[config.mk]
export PLATFORM = sky130hd
export DESIGN_NAME = contiguous_block_allocator
export DESIGN_NICKNAME = d
export VERILOG_FILES = /design/src/rtl/cba_pkg.sv /design/src/rtl/contiguous_block_allocator.sv /design/src/rtl/cba_bitmap.sv /design/src/rtl/cba_datapath.sv /design/src/rtl/cba_ctrl.sv
export SDC_FILE = /design/constraint.sdc
export NUM_CORES = 2
export LEC_CHECK = 0
export BUFFER_PORTS_ARGS = -buffer_cell sky130_fd_sc_hd__clkbuf_2
export CAP_MARGIN = 20
export CORE_MARGIN = 4
export CORE_UTILIZATION = 40
export DETAILED_ROUTE_END_ITERATION = 8
export GPL_ROUTABILITY_DRIVEN = 0
export SLEW_MARGIN = 10
export SYNTH_ARGS = -nofsm -noshare
export SYNTH_HDL_FRONTEND = slang
export SYNTH_SLANG_ARGS = --single-unit
[constraint.sdc]
create_clock -name clk -period 8.5 [get_ports clk]
set_input_delay 0.85 -clock clk [delete_from_list [all_inputs] [get_ports clk]]
set_output_delay 0.85 -clock clk [all_outputs]
set_load 0.03 [all_outputs]
[src/rtl/cba_pkg.sv]
// Shared types, field widths and codes of the contiguous block allocator.
package cba_pkg;

  // Field widths of the item and result formats
  localparam int OPC_W      = 1;
  localparam int REQ_W      = 9;
  localparam int BADDR_W    = 48;
  localparam int STATUS_W   = 2;
  localparam int IDX_OUT_W  = 8;
  localparam int FREE_OUT_W = 9;

  // Stream data widths, padded to whole bytes
  localparam int IN_TDATA_W  = 64;
  localparam int OUT_TDATA_W = 72;
  localparam int OUT_PAD_W   = OUT_TDATA_W - (STATUS_W + IDX_OUT_W + BADDR_W + FREE_OUT_W);

  // Configuration port and register widths
  localparam int CFG_IDX_W  = 2;
  localparam int CFG_DATA_W = 48;
  localparam int ALIGN_W    = 5;
  localparam int POOL_W     = 9;

  // Register reset values
  localparam int BSL_RESET  = 12;
  localparam int POOL_RESET = 256;

  // Bitmap word geometry and run length width
  localparam int WORD_LOG2 = 5;
  localparam int WORD_W    = 1 << WORD_LOG2;
  localparam int RUN_W     = REQ_W + 1;

  typedef enum logic [CFG_IDX_W-1:0] {
    CFG_BASE_ADDR,
    CFG_ALIGN_LOG2,
    CFG_BSIZE_LOG2,
    CFG_POOL_BLOCKS
  } cfg_reg_t;

  typedef enum logic [OPC_W-1:0] {
    OP_ALLOC,
    OP_FREE
  } opcode_t;

  typedef enum logic [STATUS_W-1:0] {
    STS_OK,
    STS_OVER_FREE,
    STS_NO_RUN,
    STS_BAD_FREE
  } status_t;

  typedef enum logic [2:0] {
    S_IDLE,
    S_DECODE,
    S_SCAN,
    S_MARK_RD,
    S_MARK_WR,
    S_FREE_IDX,
    S_FREE_WR,
    S_DONE
  } ctl_state_t;

  typedef enum logic [2:0] {
    RES_OVER_FREE,
    RES_NO_RUN,
    RES_BAD_FREE,
    RES_ZERO_LEN,
    RES_ALLOC_OK,
    RES_FREE_OK
  } res_sel_t;

  // Commands from the controller to the datapath
  typedef struct packed {
    logic     take_item;
    logic     free_prep;
    logic     scan_start;
    logic     scan_step;
    logic     mark_start;
    logic     mark_step;
    logic     free_idx;
    logic     free_wr;
    logic     set_res;
    res_sel_t res_sel;
    logic     load_out;
  } ctl_cmd_t;

  // Status from the datapath to the controller
  typedef struct packed {
    logic is_free;
    logic over_free;
    logic zero_len;
    logic found;
    logic scan_last;
    logic mark_last;
    logic free_hit;
    logic out_room;
  } dp_status_t;

endpackage

[src/rtl/contiguous_block_allocator.sv]
// Top level of the first-fit contiguous block allocator.
//
// Usage: items arrive on the in_ stream. in_tuser selects the operation
// (allocate a run of blocks, or release one block by byte address) and
// in_tdata carries the block count and the address. Every item gives one
// result on the out_ stream: status, first block index, its byte address and
// the free block count after the item. Registers are to be written on the
// cfg_ port only while the block is idle, which the block does not enforce;
// any write frees the whole pool. A release passes through decode, block
// index and bitmap update states before its result; a request that fails
// on the free count, or asks for zero blocks, goes from decode straight to
// its result. A run search reads one 32-block bitmap word per cycle, up to
// the word where the run ends, then marks each word of the run in turn.
// One item is worked on at a time; the next is accepted as soon as the
// result sits in the output register, even if the receiver stalls it.
// While the receiver stalls with a result pending, the next result waits
// in its last state and the input stays closed after that item.
// Reset (synchronous, active low) restores the register defaults and frees
// all blocks at once; no clearing pass is needed.
module contiguous_block_allocator
  import cba_pkg::*;
#(
  parameter int MAX_BLOCKS = 256,
  parameter int ADDR_WIDTH = 48
) (
  input  logic                   clk,
  input  logic                   rst_n,
  input  logic                   in_tvalid,
  output logic                   in_tready,
  input  logic [IN_TDATA_W-1:0]  in_tdata,   // block_count, block_address, zero pad
  input  logic [0:0]             in_tuser,   // opcode
  output logic                   out_tvalid,
  input  logic                   out_tready,
  output logic [OUT_TDATA_W-1:0] out_tdata,  // status, first_index, first_address,
                                             // free_blocks, zero pad
  input  logic                   cfg_wen,
  input  logic [CFG_IDX_W-1:0]   cfg_index,
  input  logic [CFG_DATA_W-1:0]  cfg_wdata
);

  ctl_cmd_t   cmd;
  dp_status_t sts;

  cba_ctrl u_ctrl (
    .clk       (clk),
    .rst_n     (rst_n),
    .in_tvalid (in_tvalid),
    .in_tready (in_tready),
    .sts       (sts),
    .cmd       (cmd)
  );

  cba_datapath #(
    .MAX_BLOCKS (MAX_BLOCKS),
    .ADDR_WIDTH (ADDR_WIDTH)
  ) u_datapath (
    .clk        (clk),
    .rst_n      (rst_n),
    .cmd        (cmd),
    .sts        (sts),
    .in_tdata   (in_tdata),
    .in_tuser   (in_tuser),
    .out_tvalid (out_tvalid),
    .out_tready (out_tready),
    .out_tdata  (out_tdata),
    .cfg_wen    (cfg_wen),
    .cfg_index  (cfg_index),
    .cfg_wdata  (cfg_wdata)
  );

endmodule

[src/rtl/cba_bitmap.sv]
// Word-wide taken-block bitmap memory with per-row valid bits.
module cba_bitmap
  import cba_pkg::*;
#(
  parameter int NUM_WORDS = 8,
  localparam int WA_W = (NUM_WORDS > 1) ? $clog2(NUM_WORDS) : 1
) (
  input  logic              clk,
  input  logic              rst_n,
  input  logic              clear,
  input  logic              rd_en,
  input  logic [WA_W-1:0]   rd_addr,
  output logic [WORD_W-1:0] rd_data,
  input  logic              wr_en,
  input  logic [WA_W-1:0]   wr_addr,
  input  logic [WORD_W-1:0] wr_data
);

  logic [WORD_W-1:0]    mem [NUM_WORDS];
  logic [NUM_WORDS-1:0] row_valid_r;
  logic [WORD_W-1:0]    rd_word_r;
  logic                 rd_valid_r;

  // Mark rows as written; drop all of them on clear
  always_ff @(posedge clk) begin
    if (!rst_n) begin
      row_valid_r <= '0;
    end else if (clear) begin
      row_valid_r <= '0;
    end else if (wr_en) begin
      row_valid_r[wr_addr] <= 1'b1;
    end
  end

  // Write port
  always_ff @(posedge clk) begin
    if (wr_en) begin
      mem[wr_addr] <= wr_data;
    end
  end

  // Registered read port
  always_ff @(posedge clk) begin
    if (rd_en) begin
      rd_word_r  <= mem[rd_addr];
      rd_valid_r <= row_valid_r[rd_addr];
    end
  end

  // A row never written reads as all free
  assign rd_data = rd_valid_r ? rd_word_r : '0;

endmodule

[src/rtl/cba_datapath.sv]
// Datapath: configuration, pool geometry, bitmap scan, marking, release and result register.
module cba_datapath
  import cba_pkg::*;
#(
  parameter int MAX_BLOCKS = 256,
  parameter int ADDR_WIDTH = 48
) (
  input  logic                   clk,
  input  logic                   rst_n,
  input  ctl_cmd_t               cmd,
  output dp_status_t             sts,
  input  logic [IN_TDATA_W-1:0]  in_tdata,
  input  logic [0:0]             in_tuser,
  output logic                   out_tvalid,
  input  logic                   out_tready,
  output logic [OUT_TDATA_W-1:0] out_tdata,
  input  logic                   cfg_wen,
  input  logic [CFG_IDX_W-1:0]   cfg_index,
  input  logic [CFG_DATA_W-1:0]  cfg_wdata
);

  localparam int IDX_W     = $clog2(MAX_BLOCKS);
  localparam int CNT_W     = $clog2(MAX_BLOCKS + 1);
  localparam int NUM_WORDS = (MAX_BLOCKS + WORD_W - 1) / WORD_W;
  localparam int WA_W      = (NUM_WORDS > 1) ? $clog2(NUM_WORDS) : 1;
  localparam int POS_W     = WA_W + WORD_LOG2;
  localparam int WIDE_W    = (POS_W > CNT_W) ? POS_W : CNT_W;
  localparam int CMP_W     = (REQ_W > CNT_W) ? REQ_W : CNT_W;
  localparam int EXT_W     = (ADDR_WIDTH > BADDR_W + 1) ? ADDR_WIDTH : BADDR_W + 1;
  localparam int KW        = (ADDR_WIDTH > CNT_W) ? ADDR_WIDTH : CNT_W;
  localparam int USABLE_RST = (POOL_RESET > MAX_BLOCKS) ? MAX_BLOCKS : POOL_RESET;

  // Configuration registers
  logic [BADDR_W-1:0]    base_r;
  logic [ALIGN_W-1:0]    align_r;
  logic [ALIGN_W-1:0]    bsl_r;
  logic [POOL_W-1:0]     pool_r;

  // Pool geometry
  logic [EXT_W-1:0]      amask;
  logic [EXT_W-1:0]      rounded;
  logic [ADDR_WIDTH-1:0] aligned_c;
  logic                  moved_c;
  logic [POOL_W-1:0]     pool_n;
  logic [CNT_W-1:0]      usable_c;
  logic [ADDR_WIDTH-1:0] aligned_r;
  logic [CNT_W-1:0]      usable_r;
  logic [CNT_W-1:0]      used_r;
  logic [CNT_W-1:0]      free_c;

  // Item registers
  opcode_t               op_r;
  logic [REQ_W-1:0]      want_r;
  logic [ADDR_WIDTH-1:0] addr_r;

  // Release path
  logic [ADDR_WIDTH-1:0] diff_r;
  logic                  ge_r;
  logic [ADDR_WIDTH-1:0] k_full;
  logic                  ok_c;
  logic [IDX_W-1:0]      k_r;
  logic                  ok_r;
  logic [WA_W-1:0]       k_word_c;
  logic [WA_W-1:0]       k_word_r;
  logic [WORD_LOG2-1:0]  k_bit;
  logic                  free_hit_c;

  // Scan path
  logic [WA_W-1:0]       ew_r;
  logic [RUN_W-1:0]      carry_r;
  logic [WA_W-1:0]       last_word_c;
  logic [WORD_W-1:0]     taken_eff;
  logic [RUN_W-1:0]      run_end [WORD_W];
  logic                  found_c;
  logic [WORD_LOG2-1:0]  hit_bit;
  logic [POS_W-1:0]      end_pos;
  logic [IDX_W-1:0]      start_c;
  logic [IDX_W-1:0]      start_r;
  logic [IDX_W-1:0]      end_r;

  // Mark path
  logic [WA_W-1:0]       mw_r;
  logic [WORD_W-1:0]     mark_mask;

  // Bitmap port
  logic                  bm_rd_en;
  logic [WA_W-1:0]       bm_rd_addr;
  logic [WORD_W-1:0]     bm_rd_data;
  logic                  bm_wr_en;
  logic [WA_W-1:0]       bm_wr_addr;
  logic [WORD_W-1:0]     bm_wr_data;

  // Result and output registers
  status_t               res_status_r;
  logic [IDX_W-1:0]      res_idx_r;
  logic                  res_addr_en_r;
  logic [ADDR_WIDTH-1:0] res_addr_c;
  logic                  out_valid_r;
  status_t               out_status_r;
  logic [IDX_OUT_W-1:0]  out_idx_r;
  logic [BADDR_W-1:0]    out_addr_r;
  logic [FREE_OUT_W-1:0] out_free_r;

  // Configuration writes
  always_ff @(posedge clk) begin
    if (!rst_n) begin
      base_r  <= '0;
      align_r <= '0;
      bsl_r   <= ALIGN_W'(BSL_RESET);
      pool_r  <= POOL_W'(POOL_RESET);
    end else if (cfg_wen) begin
      unique case (cfg_reg_t'(cfg_index))
        CFG_BASE_ADDR:   base_r  <= cfg_wdata[BADDR_W-1:0];
        CFG_ALIGN_LOG2:  align_r <= cfg_wdata[ALIGN_W-1:0];
        CFG_BSIZE_LOG2:  bsl_r   <= cfg_wdata[ALIGN_W-1:0];
        CFG_POOL_BLOCKS: pool_r  <= cfg_wdata[POOL_W-1:0];
      endcase
    end
  end

  // Round the base up and work out the usable block count
  always_comb begin
    amask     = (EXT_W'(1) << align_r) - EXT_W'(1);
    rounded   = (EXT_W'(base_r) + amask) & ~amask;
    aligned_c = ADDR_WIDTH'(rounded);
    moved_c   = EXT_W'(aligned_c) != EXT_W'(base_r);
    pool_n    = pool_r - POOL_W'(moved_c && (pool_r != '0));
    if (32'(pool_n) > 32'(MAX_BLOCKS)) begin
      usable_c = CNT_W'(MAX_BLOCKS);
    end else begin
      usable_c = CNT_W'(pool_n);
    end
  end

  always_ff @(posedge clk) begin
    if (!rst_n) begin
      aligned_r <= '0;
      usable_r  <= CNT_W'(USABLE_RST);
    end else begin
      aligned_r <= aligned_c;
      usable_r  <= usable_c;
    end
  end

  // Taken block count; any configuration write frees the whole pool
  always_ff @(posedge clk) begin
    if (!rst_n) begin
      used_r <= '0;
    end else if (cfg_wen) begin
      used_r <= '0;
    end else if (cmd.scan_step && found_c) begin
      used_r <= used_r + CNT_W'(want_r);
    end else if (cmd.free_wr && free_hit_c) begin
      used_r <= used_r - CNT_W'(1);
    end
  end

  assign free_c = usable_r - used_r;

  // Capture the item
  always_ff @(posedge clk) begin
    if (cmd.take_item) begin
      op_r   <= opcode_t'(in_tuser[0]);
      want_r <= in_tdata[REQ_W-1:0];
      addr_r <= ADDR_WIDTH'(in_tdata[REQ_W+BADDR_W-1:REQ_W]);
    end
  end

  // Release: offset from the base, then block index and range check
  always_ff @(posedge clk) begin
    if (cmd.free_prep) begin
      diff_r <= addr_r - aligned_r;
      ge_r   <= addr_r >= aligned_r;
    end
  end

  always_comb begin
    k_full   = diff_r >> bsl_r;
    ok_c     = ge_r && (KW'(k_full) < KW'(usable_r));
    k_word_c = WA_W'(IDX_W'(k_full) >> WORD_LOG2);
  end

  always_ff @(posedge clk) begin
    if (cmd.free_idx) begin
      k_r      <= IDX_W'(k_full);
      ok_r     <= ok_c;
      k_word_r <= k_word_c;
    end
  end

  assign k_bit      = WORD_LOG2'(k_r);
  assign free_hit_c = ok_r && bm_rd_data[k_bit];

  // Scan: blocks past the usable count count as taken
  assign last_word_c = WA_W'((usable_r - CNT_W'(1)) >> WORD_LOG2);

  always_comb begin
    for (int j = 0; j < WORD_W; j++) begin
      taken_eff[j] = bm_rd_data[j] |
                     (WIDE_W'({ew_r, WORD_LOG2'(j)}) >= WIDE_W'(usable_r));
    end
  end

  // Free run length ending at each bit, carried in from earlier words
  always_comb begin
    for (int j = 0; j < WORD_W; j++) begin
      run_end[j] = carry_r + RUN_W'(j + 1);
      for (int k = 0; k <= j; k++) begin
        if (taken_eff[k]) begin
          run_end[j] = RUN_W'(j - k);
        end
      end
    end
  end

  // Lowest bit where the run reaches the request
  always_comb begin
    found_c = 1'b0;
    hit_bit = '0;
    for (int j = WORD_W - 1; j >= 0; j--) begin
      if (run_end[j] >= RUN_W'(want_r)) begin
        found_c = 1'b1;
        hit_bit = WORD_LOG2'(j);
      end
    end
    end_pos = {ew_r, hit_bit};
    start_c = IDX_W'(WIDE_W'(end_pos) - WIDE_W'(want_r) + WIDE_W'(1));
  end

  always_ff @(posedge clk) begin
    if (cmd.scan_start) begin
      ew_r    <= '0;
      carry_r <= '0;
    end else if (cmd.scan_step) begin
      ew_r    <= ew_r + WA_W'(1);
      carry_r <= run_end[WORD_W-1];
      if (found_c) begin
        start_r <= start_c;
        end_r   <= IDX_W'(end_pos);
      end
    end
  end

  // Mark: bits of the current word that fall inside the run
  always_comb begin
    for (int j = 0; j < WORD_W; j++) begin
      mark_mask[j] = (WIDE_W'({mw_r, WORD_LOG2'(j)}) >= WIDE_W'(start_r)) &&
                     (WIDE_W'({mw_r, WORD_LOG2'(j)}) <= WIDE_W'(end_r));
    end
  end

  always_ff @(posedge clk) begin
    if (cmd.mark_start) begin
      mw_r <= WA_W'(start_r >> WORD_LOG2);
    end else if (cmd.mark_step) begin
      mw_r <= mw_r + WA_W'(1);
    end
  end

  // Bitmap read and write selection
  always_comb begin
    bm_rd_en   = cmd.scan_start | cmd.scan_step | cmd.mark_start |
                 cmd.mark_step | cmd.free_idx;
    bm_rd_addr = '0;
    if (cmd.scan_step) begin
      bm_rd_addr = ew_r + WA_W'(1);
    end else if (cmd.mark_start) begin
      bm_rd_addr = WA_W'(start_r >> WORD_LOG2);
    end else if (cmd.mark_step) begin
      bm_rd_addr = mw_r + WA_W'(1);
    end else if (cmd.free_idx) begin
      bm_rd_addr = k_word_c;
    end

    bm_wr_en   = cmd.mark_step | (cmd.free_wr & free_hit_c);
    if (cmd.mark_step) begin
      bm_wr_addr = mw_r;
      bm_wr_data = bm_rd_data | mark_mask;
    end else begin
      bm_wr_addr = k_word_r;
      bm_wr_data = bm_rd_data & ~(WORD_W'(1) << k_bit);
    end
  end

  cba_bitmap #(
    .NUM_WORDS (NUM_WORDS)
  ) u_bitmap (
    .clk     (clk),
    .rst_n   (rst_n),
    .clear   (cfg_wen),
    .rd_en   (bm_rd_en),
    .rd_addr (bm_rd_addr),
    .rd_data (bm_rd_data),
    .wr_en   (bm_wr_en),
    .wr_addr (bm_wr_addr),
    .wr_data (bm_wr_data)
  );

  // Hold the outcome of the item
  always_ff @(posedge clk) begin
    if (cmd.set_res) begin
      case (cmd.res_sel)
        RES_OVER_FREE: begin
          res_status_r  <= STS_OVER_FREE;
          res_idx_r     <= '0;
          res_addr_en_r <= 1'b0;
        end
        RES_NO_RUN: begin
          res_status_r  <= STS_NO_RUN;
          res_idx_r     <= '0;
          res_addr_en_r <= 1'b0;
        end
        RES_BAD_FREE: begin
          res_status_r  <= STS_BAD_FREE;
          res_idx_r     <= '0;
          res_addr_en_r <= 1'b0;
        end
        RES_ZERO_LEN: begin
          res_status_r  <= STS_OK;
          res_idx_r     <= '0;
          res_addr_en_r <= 1'b1;
        end
        RES_ALLOC_OK: begin
          res_status_r  <= STS_OK;
          res_idx_r     <= start_r;
          res_addr_en_r <= 1'b1;
        end
        RES_FREE_OK: begin
          res_status_r  <= STS_OK;
          res_idx_r     <= k_r;
          res_addr_en_r <= 1'b1;
        end
        default: begin
          res_status_r  <= STS_OK;
          res_idx_r     <= '0;
          res_addr_en_r <= 1'b0;
        end
      endcase
    end
  end

  // Byte address of the result block
  assign res_addr_c = aligned_r + (ADDR_WIDTH'(res_idx_r) << bsl_r);

  // Output register: load when empty or being drained
  always_ff @(posedge clk) begin
    if (!rst_n) begin
      out_valid_r <= 1'b0;
    end else if (cmd.load_out) begin
      out_valid_r <= 1'b1;
    end else if (out_tready) begin
      out_valid_r <= 1'b0;
    end
  end

  always_ff @(posedge clk) begin
    if (cmd.load_out) begin
      out_status_r <= res_status_r;
      out_idx_r    <= IDX_OUT_W'(res_idx_r);
      out_addr_r   <= res_addr_en_r ? BADDR_W'(res_addr_c) : '0;
      out_free_r   <= FREE_OUT_W'(free_c);
    end
  end

  assign out_tvalid = out_valid_r;
  assign out_tdata  = {OUT_PAD_W'(0), out_free_r, out_addr_r, out_idx_r, out_status_r};

  // Status to the controller
  always_comb begin
    sts.is_free   = op_r == OP_FREE;
    sts.over_free = CMP_W'(want_r) > CMP_W'(free_c);
    sts.zero_len  = want_r == '0;
    sts.found     = found_c;
    sts.scan_last = ew_r == last_word_c;
    sts.mark_last = mw_r == WA_W'(end_r >> WORD_LOG2);
    sts.free_hit  = free_hit_c;
    sts.out_room  = !out_valid_r || out_tready;
  end

endmodule

[src/rtl/cba_ctrl.sv]
// Controller state machine: sequences decode, scan, marking, release and result hand-off.
module cba_ctrl
  import cba_pkg::*;
(
  input  logic       clk,
  input  logic       rst_n,
  input  logic       in_tvalid,
  output logic       in_tready,
  input  dp_status_t sts,
  output ctl_cmd_t   cmd
);

  ctl_state_t state_r;
  ctl_state_t state_nxt;

  // State register
  always_ff @(posedge clk) begin
    if (!rst_n) begin
      state_r <= S_IDLE;
    end else begin
      state_r <= state_nxt;
    end
  end

  // Next state and commands
  always_comb begin
    state_nxt = state_r;
    cmd       = '0;
    in_tready = 1'b0;
    unique case (state_r)
      S_IDLE: begin
        in_tready = 1'b1;
        if (in_tvalid) begin
          cmd.take_item = 1'b1;
          state_nxt     = S_DECODE;
        end
      end
      S_DECODE: begin
        if (sts.is_free) begin
          cmd.free_prep = 1'b1;
          state_nxt     = S_FREE_IDX;
        end else if (sts.over_free) begin
          cmd.set_res = 1'b1;
          cmd.res_sel = RES_OVER_FREE;
          state_nxt   = S_DONE;
        end else if (sts.zero_len) begin
          cmd.set_res = 1'b1;
          cmd.res_sel = RES_ZERO_LEN;
          state_nxt   = S_DONE;
        end else begin
          cmd.scan_start = 1'b1;
          state_nxt      = S_SCAN;
        end
      end
      S_SCAN: begin
        cmd.scan_step = 1'b1;
        if (sts.found) begin
          state_nxt = S_MARK_RD;
        end else if (sts.scan_last) begin
          cmd.set_res = 1'b1;
          cmd.res_sel = RES_NO_RUN;
          state_nxt   = S_DONE;
        end
      end
      S_MARK_RD: begin
        cmd.mark_start = 1'b1;
        cmd.set_res    = 1'b1;
        cmd.res_sel    = RES_ALLOC_OK;
        state_nxt      = S_MARK_WR;
      end
      S_MARK_WR: begin
        cmd.mark_step = 1'b1;
        if (sts.mark_last) begin
          state_nxt = S_DONE;
        end
      end
      S_FREE_IDX: begin
        cmd.free_idx = 1'b1;
        state_nxt    = S_FREE_WR;
      end
      S_FREE_WR: begin
        cmd.free_wr = 1'b1;
        cmd.set_res = 1'b1;
        cmd.res_sel = sts.free_hit ? RES_FREE_OK : RES_BAD_FREE;
        state_nxt   = S_DONE;
      end
      S_DONE: begin
        if (sts.out_room) begin
          cmd.load_out = 1'b1;
          state_nxt    = S_IDLE;
        end
      end
    endcase
  end

endmodule

==> impl_metrics.env <==
export IMPL_powerDensity_mw_per_mm2=319
export IMPL_root_buffer="clkbuf_16"
export IMPL_fmax_mhz=124
export IMPL_status="complete, but fails checks"
export IMPL_grt_max_degree=133
export IMPL_critPathRequiredTime_ps=9020
export IMPL_yosysTopAreaCellShare_pct=29.9
export IMPL_ys_warn_count=0
export IMPL_setup_worst_path_start_class="flop"
export IMPL_crit_arrival_ps=8570
export IMPL_critPathMaxFanout=8
export IMPL_synth_area_leaders="edfxtp_1, ha_1, nand2_1, dfxtp_1, a21oi_1"
export IMPL_finClkSkew_ps=32.7
export IMPL_dp_cells=7450
export IMPL_first_pass_iters=9
export IMPL_slew_headroom_pct=21.8
export IMPL_async_reset_ff_share_pct=0
export IMPL_cts_max_path_buffers=3
export IMPL_worstMarginPinSlew_ps=1160
export IMPL_stdcell_count=7597
export IMPL_critical_path_class="flop to flop"
export IMPL_synthesis_area_mm2=0.0503
export IMPL_rsz0062_at_grt="no"
export IMPL_syn_inst=5694
export IMPL_slowest_delay_ps=610
export IMPL_start_util_pct=40.5
export IMPL_synth_area_leader_cell="edfxtp_1"
export IMPL_worst_path_most_repeated_cell="o21ai_0"
export IMPL_syn2layout_area_growth_pct=12.5
export IMPL_wirelength_mm=179
export IMPL_ctsHoldBuffers=0
export IMPL_die_w_um=363
export IMPL_holdWs_ps=354
export IMPL_combPwrFrac_pct=55.3
export IMPL_die_h_um=363
export IMPL_p_int_mw=9.72
export IMPL_path_clk_slew_ps=60
export IMPL_vias_per_cell=6.02
export IMPL_dieArea_mm2=0.132
export IMPL_via_count=45700
export IMPL_leakagePower_nw=23.5
export IMPL_crit_slowest_cell="a2111oi_0"
export IMPL_htree_levels=3
export IMPL_cts_tree="yes"
export IMPL_io_pins=194
export IMPL_seq_power_share_pct=26.2
export IMPL_yosysSeqAreaShare_pct=36.2
export IMPL_synth_main_ff_cell="edfxtp_1"
export IMPL_endpoint_kind="flop"
export IMPL_peakVddDrop_mv=0.206
export IMPL_period_needed_ps=8040
export IMPL_grt_util_all_layers_pct=26.3
export IMPL_grt_pass1_vias=41900
export IMPL_post_drt_wl_per_cell_um=23.5
export IMPL_synth_edf_count=502
export IMPL_final_cell_mix="nand2_1, ha_1, edfxtp_1"
export IMPL_finalNetCount=6525
export IMPL_overflow=0
export IMPL_synth_seq_cells=660
export IMPL_setup_viol=0
export IMPL_min_period_over_period_pct=94.6
export IMPL_maxCapViolations=0
export IMPL_p_sw_share_pct=46.3
export IMPL_final_max_slew_violation_count=0
export IMPL_violations="DRC"
export IMPL_clock_sinks=660
export IMPL_grt_antenna_before_repair=4
export IMPL_ys_types=110
export IMPL_hold_violations=0
export IMPL_post_route_drc_count=2
export IMPL_clock_latency_ps=690
export IMPL_clkPwrFrac_pct=18.4
export IMPL_hp_class="primary input to flop"
export IMPL_fin_util_pct=45.6
export IMPL_grt_pass1_wl_mm=266
export IMPL_layout_commonest_cell="nand2_1"
export IMPL_drive_gt1_share_pct=11.4
export IMPL_numPortBuffers=181
export IMPL_coreArea_mm2=0.124
export IMPL_setup_tns_ps=0
export IMPL_dpl_hpwl_mm=133
export IMPL_cts_buffers=74
export IMPL_syn_area_per_cell_um2=8.84
export IMPL_initialDrtViolationCount=5607
export IMPL_ant_nets=0
export IMPL_switchingPower_mw=8.37
export IMPL_row_count=129
-- power by group through the flow --
| stage | clock network, mW | registers [mW] | logic [mW] |
|---|---|---|---|
| 2_1_floorplan | 0 | 4.57 | 6.10 |
| 3_3_place_gp | 0 | 4.77 | 9.47 |
| 3_5_place_dp | 0 | 4.78 | 9.60 |
| 4_1_cts | 3.40 | 4.72 | 9.65 |
| 5_1_grt | 3.52 | 4.76 | 10.8 |
| 6_report | 3.33 | 4.75 | 10.0 |
-- cells in the mapped netlist, types with 20 or more instances --
cell type,n
dfxtp_1,158
inv_1,219
mux4_2,38
edfxtp_1,502
nor3_1,148
o2111ai_1,28
xor2_1,142
a31oi_1,37
o211ai_1,72
nor4_1,48
xnor2_1,184
nor2_1,503
o22ai_1,31
o21bai_1,25
a21o_1,165
nand3_1,167
nand2b_1,73
nand4_1,58
and2_1,78
a21oi_1,378
mux2i_1,62
ha_1,502
o21ai_0,311
o21a_1,44
or3_1,36
nor2b_1,65
and3_1,43
nand2_1,860
a211oi_1,56
o31ai_1,20
clkbuf_1,217
buf_1,25
buf_2,23
-- sequential cells by signal, summed over array words and instances (netlist names), 9 cells and up --
| name | count |
|---|---|
| u_datapath.u_bitmap.rd_word_r | 32 |
| u_datapath.addr_r | 48 |
| u_datapath.out_addr_r | 48 |
| u_datapath.base_r | 48 |
| u_datapath.diff_r | 48 |
| u_datapath.out_free_r | 9 |
| u_datapath.u_bitmap.mem | 256 |
| u_datapath.usable_r | 9 |
| u_datapath.carry_r | 10 |
| u_datapath.pool_r | 9 |
| u_datapath.used_r | 9 |
| u_datapath.aligned_r | 48 |
| u_datapath.want_r | 9 |
-- final cells by class --
cell class / count / area, um2
Clock buffer: 95 / 2060
Timing Repair Buffer: 396 / 2610
Fill cell: 12100 / 67700
Clock inverter: 43 / 465
Inverter: 222 / 835
Tap cell: 1637 / 2050
Sequential cell: 660 / 18200
Multi-Input combinational cell: 4543 / 30400
Antenna cell: 1 / 2.50
-- critical path, delay by kind of cell (launching register included) --
family                   cells  cell delay [ps]
XOR/XNOR                     1               80
adder cells (fa/ha/maj)      4             1190
AO/OA/AOI/OAI               15             3320
buffers and inverters        5              790
AND/OR/NAND/NOR             10             2190
flip-flops                   1              330
-- layer usage --
layer	vias to the layer above	GRT usage (%)	wire, um	part of all wire [%]
li1	21100	-	-	-
met1	21800	38.3	79700	45
met4	4	10.2	8100	4.5
met3	480	5.33	18200	10
met2	2284	38.0	72800	41
met5	-	0	27	0.015
-- through the flow --
step / instance area, um2 / setup WS, ps / power (mW)
6_report: 56600 / 456 / 18.1
5_1_grt: 56600 / 12.1 / 19.1
4_1_cts: 56500 / 241 / 17.8
3_5_place_dp: 53900 / 278 / 14.4
3_3_place_gp: 53900 / 352 / 14.2
2_1_floorplan: 50400 / 424 / 10.7
-- final timing paths --
check / from / end / slack [ps] / depth (start not counted)
worst max-delay path: u_datapath.usable_r[6] / u_datapath.used_r[8] / 460 / 35
worst min-delay path: in_tdata[5] / u_datapath.want_r[5] / 350 / 1
worst max register to register: u_datapath.usable_r[6] / u_datapath.used_r[8] / 460 / 35
worst min register to register: u_datapath.res_status_r[0] / u_datapath.out_status_r[0] / 420 / 0
-- kinds of logic after synthesis --
family          after synthesis  share of synthesized area (%)
simple gates               2192                           20.2
compound gates             1386                           17.9
flops                       660                           36.2
fa+ha+maj                   508                           12.7
buf+inv                     503                           3.96
xor+xnor                    326                           5.67
mux                         118                           3.34
other cells                   1                        0.00745
-- timing repair --
action | CTS | global route
setup endpoints to repair | 0 | 2
gates resized for setup | 0 | 18
setup buffers | 0 | 1
Note: power is estimated with default switching activity, not from simulation.
